## src/hw/rtl/fsa_pkg.sv

```systemverilog
package fsa_pkg;

   localparam int INT_BITS_DEF = 32;
   localparam int POINTER_BITS_DEF = 64;

   localparam int OP_W = 2;
   localparam int CHAR_W = 8;
   localparam int ARG_W = 64;
   localparam int COUNT_W = 31;

   localparam int QUEUE_DEPTH = 4;
   localparam int DEC_DIGITS = 10;
   localparam int BCD_W = 4 * DEC_DIGITS;
   localparam int CNT_W = 6;
   localparam int NULL_LEN = 6;

   localparam logic [COUNT_W-1:0] COUNT_MAX = {COUNT_W{1'b1}};

   localparam logic [CHAR_W-1:0] CH_PERCENT = 8'h25;
   localparam logic [CHAR_W-1:0] CH_LC_C = 8'h63;
   localparam logic [CHAR_W-1:0] CH_LC_S = 8'h73;
   localparam logic [CHAR_W-1:0] CH_LC_D = 8'h64;
   localparam logic [CHAR_W-1:0] CH_LC_I = 8'h69;
   localparam logic [CHAR_W-1:0] CH_LC_X = 8'h78;
   localparam logic [CHAR_W-1:0] CH_LC_P = 8'h70;
   localparam logic [CHAR_W-1:0] CH_ZERO = 8'h30;
   localparam logic [CHAR_W-1:0] CH_MINUS = 8'h2d;

   localparam logic [127:0] HEX_TEXT = "0123456789abcdef";
   localparam logic [47:0] NULL_TEXT = "(null)";

   typedef enum logic [OP_W-1:0] {
      OP_FORMAT = 2'd0,
      OP_STRING = 2'd1,
      OP_FINISH = 2'd2,
      OP_NONE = 2'd3
   } op_type;

   typedef enum logic [2:0] {
      CMD_CHAR,
      CMD_NULL,
      CMD_DEC,
      CMD_HEX,
      CMD_PTR,
      CMD_FINISH
   } cmd_type;

   typedef struct packed {
      cmd_type cmd;
      logic [CHAR_W-1:0] ch;
      logic [ARG_W-1:0] arg;
   } entry_type;

   typedef enum logic [2:0] {
      ST_IDLE,
      ST_NULL,
      ST_SIGN,
      ST_DABBLE,
      ST_DEC,
      ST_PFX,
      ST_HEX
   } state_type;

   function automatic logic [CHAR_W-1:0] hex_char(input logic [3:0] nib);
      logic [CHAR_W-1:0] c;
      c = HEX_TEXT[8 * (15 - int'(nib)) +: 8];
      return c;
   endfunction

   function automatic logic [CHAR_W-1:0] null_char(input logic [2:0] idx);
      logic [CHAR_W-1:0] c;
      case (idx)
         3'd0: c = NULL_TEXT[47:40];
         3'd1: c = NULL_TEXT[39:32];
         3'd2: c = NULL_TEXT[31:24];
         3'd3: c = NULL_TEXT[23:16];
         3'd4: c = NULL_TEXT[15:8];
         3'd5: c = NULL_TEXT[7:0];
         default: c = '0;
      endcase
      return c;
   endfunction

endpackage

```

## src/hw/rtl/fsa_queue.sv

```systemverilog
module fsa_queue
   import fsa_pkg::*;
(
   input  logic      clock,
   input  logic      reset,
   input  logic      wr_en,
   input  entry_type wr_data,
   output logic      full,
   input  logic      rd_en,
   output logic      rd_valid,
   output entry_type rd_data
);

   localparam int PTR_W = $clog2(QUEUE_DEPTH);

   entry_type mem_ff [QUEUE_DEPTH];
   logic [PTR_W-1:0] wr_ptr_ff, wr_ptr_in;
   logic [PTR_W-1:0] rd_ptr_ff, rd_ptr_in;
   logic [PTR_W:0] count_ff, count_in;
   logic do_wr, do_rd;

   assign full = (count_ff == (PTR_W+1)'(QUEUE_DEPTH));
   assign rd_valid = (count_ff != '0);
   assign rd_data = mem_ff[rd_ptr_ff];
   assign do_wr = wr_en && !full;
   assign do_rd = rd_en && rd_valid;

   always_comb begin
      wr_ptr_in = do_wr ? wr_ptr_ff + 1'b1 : wr_ptr_ff;
      rd_ptr_in = do_rd ? rd_ptr_ff + 1'b1 : rd_ptr_ff;
      count_in = count_ff;
      if (do_wr && !do_rd) begin
         count_in = count_ff + 1'b1;
      end else if (do_rd && !do_wr) begin
         count_in = count_ff - 1'b1;
      end
   end

   always_ff @(posedge clock) begin
      if (reset) begin
         wr_ptr_ff <= '0;
         rd_ptr_ff <= '0;
         count_ff <= '0;
      end else begin
         wr_ptr_ff <= wr_ptr_in;
         rd_ptr_ff <= rd_ptr_in;
         count_ff <= count_in;
      end
   end

   always_ff @(posedge clock) begin
      if (do_wr) begin
         mem_ff[wr_ptr_ff] <= wr_data;
      end
   end

endmodule

```

## src/hw/rtl/fsa_front.sv

```systemverilog
module fsa_front
   import fsa_pkg::*;
(
   input  logic              clock,
   input  logic              reset,
   input  logic              push,
   output logic              full,
   input  logic [OP_W-1:0]   operation,
   input  logic [CHAR_W-1:0] char_in,
   input  logic [ARG_W-1:0]  arg_value,
   input  logic              arg_null,
   input  logic              q_full,
   output logic              q_wr,
   output entry_type         q_data
);

   logic pending_ff, pending_in;
   logic accept;

   assign full = q_full;
   assign accept = push && !q_full;

   // classify one word into a back-end command, or nothing
   always_comb begin
      pending_in = pending_ff;
      q_wr = 1'b0;
      q_data.cmd = CMD_CHAR;
      q_data.ch = char_in;
      q_data.arg = arg_value;
      if (accept) begin
         case (op_type'(operation))
            OP_FINISH: begin
               q_wr = 1'b1;
               q_data.cmd = CMD_FINISH;
               pending_in = 1'b0;
            end
            OP_STRING: begin
               q_wr = 1'b1;
            end
            OP_FORMAT: begin
               if (!pending_ff) begin
                  if (char_in == CH_PERCENT) begin
                     pending_in = 1'b1;
                  end else begin
                     q_wr = 1'b1;
                  end
               end else begin
                  pending_in = 1'b0;
                  case (char_in)
                     CH_LC_C: begin
                        q_wr = 1'b1;
                        q_data.ch = arg_value[CHAR_W-1:0];
                     end
                     CH_LC_S: begin
                        q_wr = arg_null;
                        q_data.cmd = CMD_NULL;
                     end
                     CH_LC_D, CH_LC_I: begin
                        q_wr = 1'b1;
                        q_data.cmd = CMD_DEC;
                     end
                     CH_LC_X: begin
                        q_wr = 1'b1;
                        q_data.cmd = CMD_HEX;
                     end
                     CH_LC_P: begin
                        q_wr = 1'b1;
                        q_data.cmd = CMD_PTR;
                     end
                     CH_PERCENT: begin
                        q_wr = 1'b1;
                     end
                     default: begin
                        q_wr = 1'b0;
                     end
                  endcase
               end
            end
            default: begin
               q_wr = 1'b0;
            end
         endcase
      end
   end

   always_ff @(posedge clock) begin
      if (reset) begin
         pending_ff <= 1'b0;
      end else begin
         pending_ff <= pending_in;
      end
   end

endmodule

```

## src/hw/rtl/fsa_back.sv

```systemverilog
module fsa_back
   import fsa_pkg::*;
#(
   parameter int INT_BITS = INT_BITS_DEF,
   parameter int POINTER_BITS = POINTER_BITS_DEF
) (
   input  logic               clock,
   input  logic               reset,
   input  logic               q_valid,
   input  entry_type          q_data,
   output logic               q_rd,
   output logic               rsp_empty,
   input  logic               rsp_pop,
   output logic [CHAR_W-1:0]  rsp_out_char,
   output logic               rsp_char_valid,
   output logic               rsp_run_last,
   output logic [COUNT_W-1:0] rsp_total_count
);

   localparam int HEX_NIBS = (INT_BITS + 3) / 4;
   localparam int PTR_NIBS = (POINTER_BITS + 3) / 4;
   localparam int HEX_SHIFT = ARG_W - 4 * HEX_NIBS;
   localparam int PTR_SHIFT = ARG_W - 4 * PTR_NIBS;

   state_type state_ff, state_in;
   logic [CNT_W-1:0] cnt_ff, cnt_in;
   logic skip_ff, skip_in;
   logic [ARG_W-1:0] conv_ff, conv_in;
   logic [BCD_W-1:0] bcd_ff, bcd_in;
   logic [COUNT_W-1:0] count_ff, count_in;

   logic out_valid_ff, out_valid_in;
   logic [CHAR_W-1:0] out_char_ff;
   logic char_valid_ff, run_last_ff;
   logic [COUNT_W-1:0] total_ff;

   logic out_free;
   logic emit, emit_last, emit_fin;
   logic [CHAR_W-1:0] emit_char;
   logic [COUNT_W-1:0] count_inc;
   logic [BCD_W-1:0] bcd_adj;
   logic [INT_BITS-1:0] int_v, int_mag;
   logic [3:0] dec_top, hex_top;

   assign out_free = !out_valid_ff || rsp_pop;
   assign count_inc = (count_ff == COUNT_MAX) ? count_ff : count_ff + 1'b1;
   assign int_v = q_data.arg[INT_BITS-1:0];
   assign int_mag = int_v[INT_BITS-1] ? (~int_v + {{(INT_BITS-1){1'b0}}, 1'b1}) : int_v;
   assign dec_top = bcd_ff[BCD_W-1 -: 4];
   assign hex_top = conv_ff[ARG_W-1 -: 4];

   // add-3 correction on every digit before the next shift
   always_comb begin
      for (int i = 0; i < DEC_DIGITS; i++) begin
         bcd_adj[4*i +: 4] = (bcd_ff[4*i +: 4] >= 4'd5) ?
            bcd_ff[4*i +: 4] + 4'd3 : bcd_ff[4*i +: 4];
      end
   end

   always_comb begin
      state_in = state_ff;
      cnt_in = cnt_ff;
      skip_in = skip_ff;
      conv_in = conv_ff;
      bcd_in = bcd_ff;
      q_rd = 1'b0;
      emit = 1'b0;
      emit_last = 1'b0;
      emit_fin = 1'b0;
      emit_char = '0;
      case (state_ff)
         ST_IDLE: begin
            if (q_valid) begin
               case (q_data.cmd)
                  CMD_CHAR: begin
                     if (out_free) begin
                        q_rd = 1'b1;
                        emit = 1'b1;
                        emit_last = 1'b1;
                        emit_char = q_data.ch;
                     end
                  end
                  CMD_FINISH: begin
                     if (out_free) begin
                        q_rd = 1'b1;
                        emit = 1'b1;
                        emit_last = 1'b1;
                        emit_fin = 1'b1;
                     end
                  end
                  CMD_NULL: begin
                     q_rd = 1'b1;
                     cnt_in = '0;
                     state_in = ST_NULL;
                  end
                  CMD_DEC: begin
                     q_rd = 1'b1;
                     conv_in = ARG_W'(int_mag);
                     bcd_in = '0;
                     cnt_in = CNT_W'(INT_BITS);
                     state_in = int_v[INT_BITS-1] ? ST_SIGN : ST_DABBLE;
                  end
                  CMD_HEX: begin
                     q_rd = 1'b1;
                     conv_in = ARG_W'(q_data.arg[INT_BITS-1:0]) << HEX_SHIFT;
                     cnt_in = CNT_W'(HEX_NIBS);
                     skip_in = 1'b1;
                     state_in = ST_HEX;
                  end
                  CMD_PTR: begin
                     q_rd = 1'b1;
                     conv_in = ARG_W'(q_data.arg[POINTER_BITS-1:0]) << PTR_SHIFT;
                     cnt_in = '0;
                     state_in = ST_PFX;
                  end
                  default: begin
                     q_rd = 1'b1;
                  end
               endcase
            end
         end
         ST_NULL: begin
            if (out_free) begin
               emit = 1'b1;
               emit_char = null_char(cnt_ff[2:0]);
               emit_last = (cnt_ff == CNT_W'(NULL_LEN - 1));
               cnt_in = cnt_ff + 1'b1;
               if (emit_last) begin
                  state_in = ST_IDLE;
               end
            end
         end
         ST_SIGN: begin
            if (out_free) begin
               emit = 1'b1;
               emit_char = CH_MINUS;
               state_in = ST_DABBLE;
            end
         end
         ST_DABBLE: begin
            bcd_in = {bcd_adj[BCD_W-2:0], conv_ff[INT_BITS-1]};
            conv_in = {conv_ff[ARG_W-2:0], 1'b0};
            cnt_in = cnt_ff - 1'b1;
            if (cnt_ff == CNT_W'(1)) begin
               cnt_in = CNT_W'(DEC_DIGITS);
               skip_in = 1'b1;
               state_in = ST_DEC;
            end
         end
         ST_DEC: begin
            if (skip_ff && dec_top == 4'd0 && cnt_ff != CNT_W'(1)) begin
               bcd_in = {bcd_ff[BCD_W-5:0], 4'd0};
               cnt_in = cnt_ff - 1'b1;
            end else if (out_free) begin
               emit = 1'b1;
               emit_char = CH_ZERO + {4'd0, dec_top};
               emit_last = (cnt_ff == CNT_W'(1));
               bcd_in = {bcd_ff[BCD_W-5:0], 4'd0};
               cnt_in = cnt_ff - 1'b1;
               skip_in = 1'b0;
               if (emit_last) begin
                  state_in = ST_IDLE;
               end
            end
         end
         ST_PFX: begin
            if (out_free) begin
               emit = 1'b1;
               if (cnt_ff == '0) begin
                  emit_char = CH_ZERO;
                  cnt_in = CNT_W'(1);
               end else begin
                  emit_char = CH_LC_X;
                  cnt_in = CNT_W'(PTR_NIBS);
                  skip_in = 1'b1;
                  state_in = ST_HEX;
               end
            end
         end
         ST_HEX: begin
            if (skip_ff && hex_top == 4'd0 && cnt_ff != CNT_W'(1)) begin
               conv_in = {conv_ff[ARG_W-5:0], 4'd0};
               cnt_in = cnt_ff - 1'b1;
            end else if (out_free) begin
               emit = 1'b1;
               emit_char = hex_char(hex_top);
               emit_last = (cnt_ff == CNT_W'(1));
               conv_in = {conv_ff[ARG_W-5:0], 4'd0};
               cnt_in = cnt_ff - 1'b1;
               skip_in = 1'b0;
               if (emit_last) begin
                  state_in = ST_IDLE;
               end
            end
         end
         default: begin
            state_in = ST_IDLE;
         end
      endcase
   end

   always_comb begin
      count_in = count_ff;
      out_valid_in = rsp_pop ? 1'b0 : out_valid_ff;
      if (emit) begin
         out_valid_in = 1'b1;
         count_in = emit_fin ? '0 : count_inc;
      end
   end

   always_ff @(posedge clock) begin
      if (reset) begin
         state_ff <= ST_IDLE;
         cnt_ff <= '0;
         skip_ff <= 1'b0;
         count_ff <= '0;
         out_valid_ff <= 1'b0;
      end else begin
         state_ff <= state_in;
         cnt_ff <= cnt_in;
         skip_ff <= skip_in;
         count_ff <= count_in;
         out_valid_ff <= out_valid_in;
      end
   end

   always_ff @(posedge clock) begin
      conv_ff <= conv_in;
      bcd_ff <= bcd_in;
      if (emit) begin
         out_char_ff <= emit_fin ? '0 : emit_char;
         char_valid_ff <= !emit_fin;
         run_last_ff <= emit_last;
         total_ff <= emit_fin ? count_ff : count_inc;
      end
   end

   assign rsp_empty = !out_valid_ff;
   assign rsp_out_char = out_char_ff;
   assign rsp_char_valid = char_valid_ff;
   assign rsp_run_last = run_last_ff;
   assign rsp_total_count = total_ff;

endmodule

```

## src/hw/rtl/format_string_to_ascii_core.sv

```systemverilog
// a copied byte is written into the queue, then into the result register, and so reaches the rsp ports;
// a conversion then yields one byte per cycle while rsp is drained
// d and i: the word is dequeued, a minus sign is sent if negative, then INT_BITS shift-add-3 steps run
// before the first digit; each leading zero digit is skipped without a byte
// x and p: each leading zero nibble is skipped without a byte; a 4-entry queue lets req run ahead
// reset: synchronous, active high; empties the queue and result register, clears count
module format_string_to_ascii_core
   import fsa_pkg::*;
#(
   parameter int INT_BITS = INT_BITS_DEF,
   parameter int POINTER_BITS = POINTER_BITS_DEF
) (
   input  logic               clock,
   input  logic               reset,
   input  logic               req_push,
   output logic               req_full,
   input  logic [OP_W-1:0]    req_operation,
   input  logic [CHAR_W-1:0]  req_char_in,
   input  logic [ARG_W-1:0]   req_arg_value,
   input  logic               req_arg_null,
   output logic               rsp_empty,
   input  logic               rsp_pop,
   output logic [CHAR_W-1:0]  rsp_out_char,
   output logic               rsp_char_valid,
   output logic               rsp_run_last,
   output logic [COUNT_W-1:0] rsp_total_count
);

   logic q_full, q_wr, q_rd, q_valid;
   entry_type q_wr_data, q_rd_data;

   fsa_front u_front (
      .clock     (clock),
      .reset     (reset),
      .push      (req_push),
      .full      (req_full),
      .operation (req_operation),
      .char_in   (req_char_in),
      .arg_value (req_arg_value),
      .arg_null  (req_arg_null),
      .q_full    (q_full),
      .q_wr      (q_wr),
      .q_data    (q_wr_data)
   );

   fsa_queue u_queue (
      .clock    (clock),
      .reset    (reset),
      .wr_en    (q_wr),
      .wr_data  (q_wr_data),
      .full     (q_full),
      .rd_en    (q_rd),
      .rd_valid (q_valid),
      .rd_data  (q_rd_data)
   );

   fsa_back #(
      .INT_BITS     (INT_BITS),
      .POINTER_BITS (POINTER_BITS)
   ) u_back (
      .clock           (clock),
      .reset           (reset),
      .q_valid         (q_valid),
      .q_data          (q_rd_data),
      .q_rd            (q_rd),
      .rsp_empty       (rsp_empty),
      .rsp_pop         (rsp_pop),
      .rsp_out_char    (rsp_out_char),
      .rsp_char_valid  (rsp_char_valid),
      .rsp_run_last    (rsp_run_last),
      .rsp_total_count (rsp_total_count)
   );

`ifndef SYNTH
   a_finish_word: assert property (@(posedge clock) disable iff (reset)
      (!rsp_empty && !rsp_char_valid) |-> (rsp_run_last && rsp_out_char == '0))
      else $error("finish word malformed");

   a_count_nonzero: assert property (@(posedge clock) disable iff (reset)
      (!rsp_empty && rsp_char_valid) |-> (rsp_total_count != '0))
      else $error("byte word with zero count");

   a_reset_empty: assert property (@(posedge clock)
      reset |=> rsp_empty)
      else $error("result present after reset");
`endif

endmodule

```

## config.mk

```make
export PLATFORM = sky130hd
export DESIGN_NAME = format_string_to_ascii_core
export DESIGN_NICKNAME = d
export VERILOG_FILES = /design/src/hw/rtl/fsa_pkg.sv /design/src/hw/rtl/fsa_queue.sv /design/src/hw/rtl/fsa_front.sv /design/src/hw/rtl/fsa_back.sv /design/src/hw/rtl/format_string_to_ascii_core.sv
export SDC_FILE = /design/constraint.sdc
export NUM_CORES = 1
export LEC_CHECK = 0
export BUFFER_PORTS_ARGS = -buffer_cell sky130_fd_sc_hd__buf_2
export CAP_MARGIN = 20
export CORE_ASPECT_RATIO = 1.25
export CORE_UTILIZATION = 52
export DETAILED_ROUTE_END_ITERATION = 6
export GPL_ROUTABILITY_DRIVEN = 0
export PLACE_DENSITY = 0.69
export SYNTH_ARGS = -nofsm -noshare
export SYNTH_HDL_FRONTEND = slang
export SYNTH_HIERARCHICAL = 1
export SYNTH_SLANG_ARGS = --single-unit
```

## constraint.sdc

```tcl
create_clock -name clock -period 8.4 [get_ports clock]
set_input_delay 1.68 -clock clock [delete_from_list [all_inputs] [get_ports clock]]
set_output_delay 1.68 -clock clock [all_outputs]
set_load 0.02 [all_outputs]
```

==> qor.yml <==
route:
  postRouteAntennaNets: 0
  drt_iter0_drc: 1289
  viasPerCell: 6.18
  drc: 6
  vias: 15100
  firstDrtPassIters: 7
  route.detailed.wl_per_inst_um: 21.1
  finalWirelength_um: 51600
synthesis:
  synth_adder_area_share_pct: 2.19
  synth_ff_type: "edfxtp_1"
  yosys_warnings: 6
  netlist.area_leader.share_pct: 56.3
  yosys.area_share.simple_pct: 9.45
  yosysMostFrequentCell: "edfxtp_1"
  yosysTopAreaCell: "edfxtp_1"
  synth.net_count: 1914
  yosysSeqAreaShare_pct: 60.7
  ys_top_cells_by_count: "445 x edfxtp_1, 121 x o21ai_0, 110 x nand2_1"
  synthDistinctLibCells: 84
  synthArstFlopShare_pct: 0
  netlist_instances: 1794
  avgSynthCellArea_um2: 13.2
  ys_top_cells_by_area: "edfxtp_1 56%, mux4_2 7.1%, dfxtp_1 4.4%, a22oi_1 3.0%, o21ai_0 2.6%"
  synth_seq_cells: 497
  synth-compound-area-share_pct: 12.6
  synth_top_family_by_area: "compound AO/OA/AOI/OAI gates"
  synth-edff-count: 445
  synth.mux.area_fraction_pct: 7.62
  synth_xor_xnor_area_share_pct: 2.77
  syn_area_um2: 23700
sta:
  slew_headroom_pct: 22.5
  setup_viol: 0
  hold_viol_final: 0
  tightest_slew_ps: 1160
  finalCriticalPeriod_ps: 4480
  max_freq_mhz: 223
  setup_tns_ps: 0
  fin_ws_ps: 3920
  fin_crit_sh_pct: 53.3
  rsz0062_at_grt: "no"
  slew_violations: 0
  skew_ps: 21.3
power:
  p_leak_nw: 8.50
  ir_worst_vdd_mv: 0.195
  finalPower_mw: 8.11
  p_per_area_nw_per_um2: 311
die:
  io_pins: 122
  initial_core_util_pct: 52.7
  die_w_um: 193
  core-area_um2: 45100
  die_h_um: 241
  rows: 87
  die_area_um2: 46500
clocking:
  cts_inserted_buffers: 49
  clockBufferDepth: 3
  cts-root-buf: "clkbuf_16"
  postCtsHoldBufs: 0
  clock_sinks: 497
  cts_tree: "done"
  clk_latency_ps: 600
  post-cts-setup-buffer-count: 0
  clk_pin_slew_ps: 60
  htreeDepth: 2
  cts_resized: 0
setup_path:
  critical-path-top-delay-family: "compound AO/OA/AOI/OAI gates"
  slowest_stage: "a311oi_1"
  crit_arrival_ps: 4960
  crit_chain: "buf_4, mux4_2, and3b_1, a311oi_1, nand2_1, o41ai_1"
  critPathKind: "reg -> reg"
  cp-start-kind: "flop"
  r2r_cells: 6
  cp-end-kind: "flop"
  cp_slowest_stage_delay_ps: 940
  required_ps: 8880
  crit_fanout: 29
  critPathBufInv: 1
  cp.depth: 6
placed_design:
  dp.cells: 2348
  dp_slack_ps: 3360
  dp_hpwl_um: 32700
  portBuffers: 121
global_route:
  grt_pass1_wl_um: 80700
  grt_util_all_layers_pct: 22.3
  grt_max_degree: 76
  grt_antenna_before_repair: 1
  grt-ovfl-total: 0
  grt_pass1_vias: 14800
finish:
  nets: 1946
  drive_gt1_share_pct: 17.9
  syn2layout_area_growth_pct: 9.84
  antenna_cells: 0
  fin_cells: 2442
  fill_cells: 3590
  fin_util_pct: 57.9
hold_path:
  hold_depth: 2
  hold_class: "reg -> reg"
status:
  outcome: "finished, violations left"
  violations: "DRC"
job:
  drv_cap: 0
-- layout make-up --
cell class	instances	area (um2)	share of cell area, %
timing repair buffer	151	918	3.52
clock buffer	58	1260	4.83
inverter	47	176	0.677
tap	578	723	2.77
clock inverter	31	302	1.16
sequential	497	14400	55.3
multi-input combinational	1080	8290	31.8
-- tightest hold or removal path: cells and delay by family (launching register included) --
family | cells | cell delay (ps)
AOI/OAI and AO/OA | 1 | 50
DFF | 1 | 330
and+or+nand+nor | 1 | 60
-- where the power goes --
group	total (mW)	switching [mW]	internal, mW
sequential	3.57	0.295	3.28
combinational	2.40	1.51	0.884
clock	2.14	0.936	1.21
-- cell usage in the layout, fill, tap and decap left out, types with 18 or more instances in the layout --
master,n
a22oi_1,96
xnor2_1,42
dfxtp_1,50
o21ai_0,120
nor2_1,83
nand4_1,22
o31ai_1,25
a21oi_1,77
nor3b_1,18
a31oi_1,18
nand2b_1,22
mux4_2,75
o311ai_1,20
ha_1,40
edfxtp_1,445
nand2_1,110
o21ai_1,38
nand3_1,35
xor2_1,33
buf_4,25
clkbuf_16,49
buf_2,121
inv_1,45
-- layer usage --
metal  part of all wire, %  vias up  track usage [%]
met5                 0.029        -                0
met4                   1.9        2             6.11
met3                   5.0       88             3.68
met2                    52      493             39.4
met1                    41     7513             28.2
li1                      -     6997                -
-- sequential cells by signal, indices dropped and copies added, names as in the netlist, 3 cells and up, named ones only --
register                count
u_back/count_ff            31
u_back/state_ff             3
u_back/rsp_total_count     31
u_back/bcd_ff              40
u_back/cnt_ff               6
u_back/rsp_out_char         8
u_queue/mem_ff            300
u_back/conv_ff             64
u_queue/count_ff            3
-- stage by stage --
step / instance area (um2) / hold slack, ps
5_1_grt: 26100 / 536
6_report: 26100 / 490
2_1_floorplan: 23700 / 449
3_5_place_dp: 24400 / 473
3_3_place_gp: 24400 / 474
4_1_cts: 26000 / 483
-- final timing paths --
check	from	end	slack, ps
setup reg to reg	flop	u_back/count_ff[6]	3920
hold reg to reg	u_back/count_ff[1]	u_back/count_ff[1]	490
setup / recovery	flop	u_back/count_ff[6]	3920
hold / removal	u_back/count_ff[1]	u_back/count_ff[1]	490
-- cells by family after synthesis --
group,after synthesis
AO/OA/AOI/OAI,464
XOR/XNOR,75
adder cells (fa/ha/maj),41
buffers and inverters,217
flip-flops,497
multiplexers,86
AND/OR/NAND/NOR,414
No activity file was read; power rests on OpenSTA's default activity.
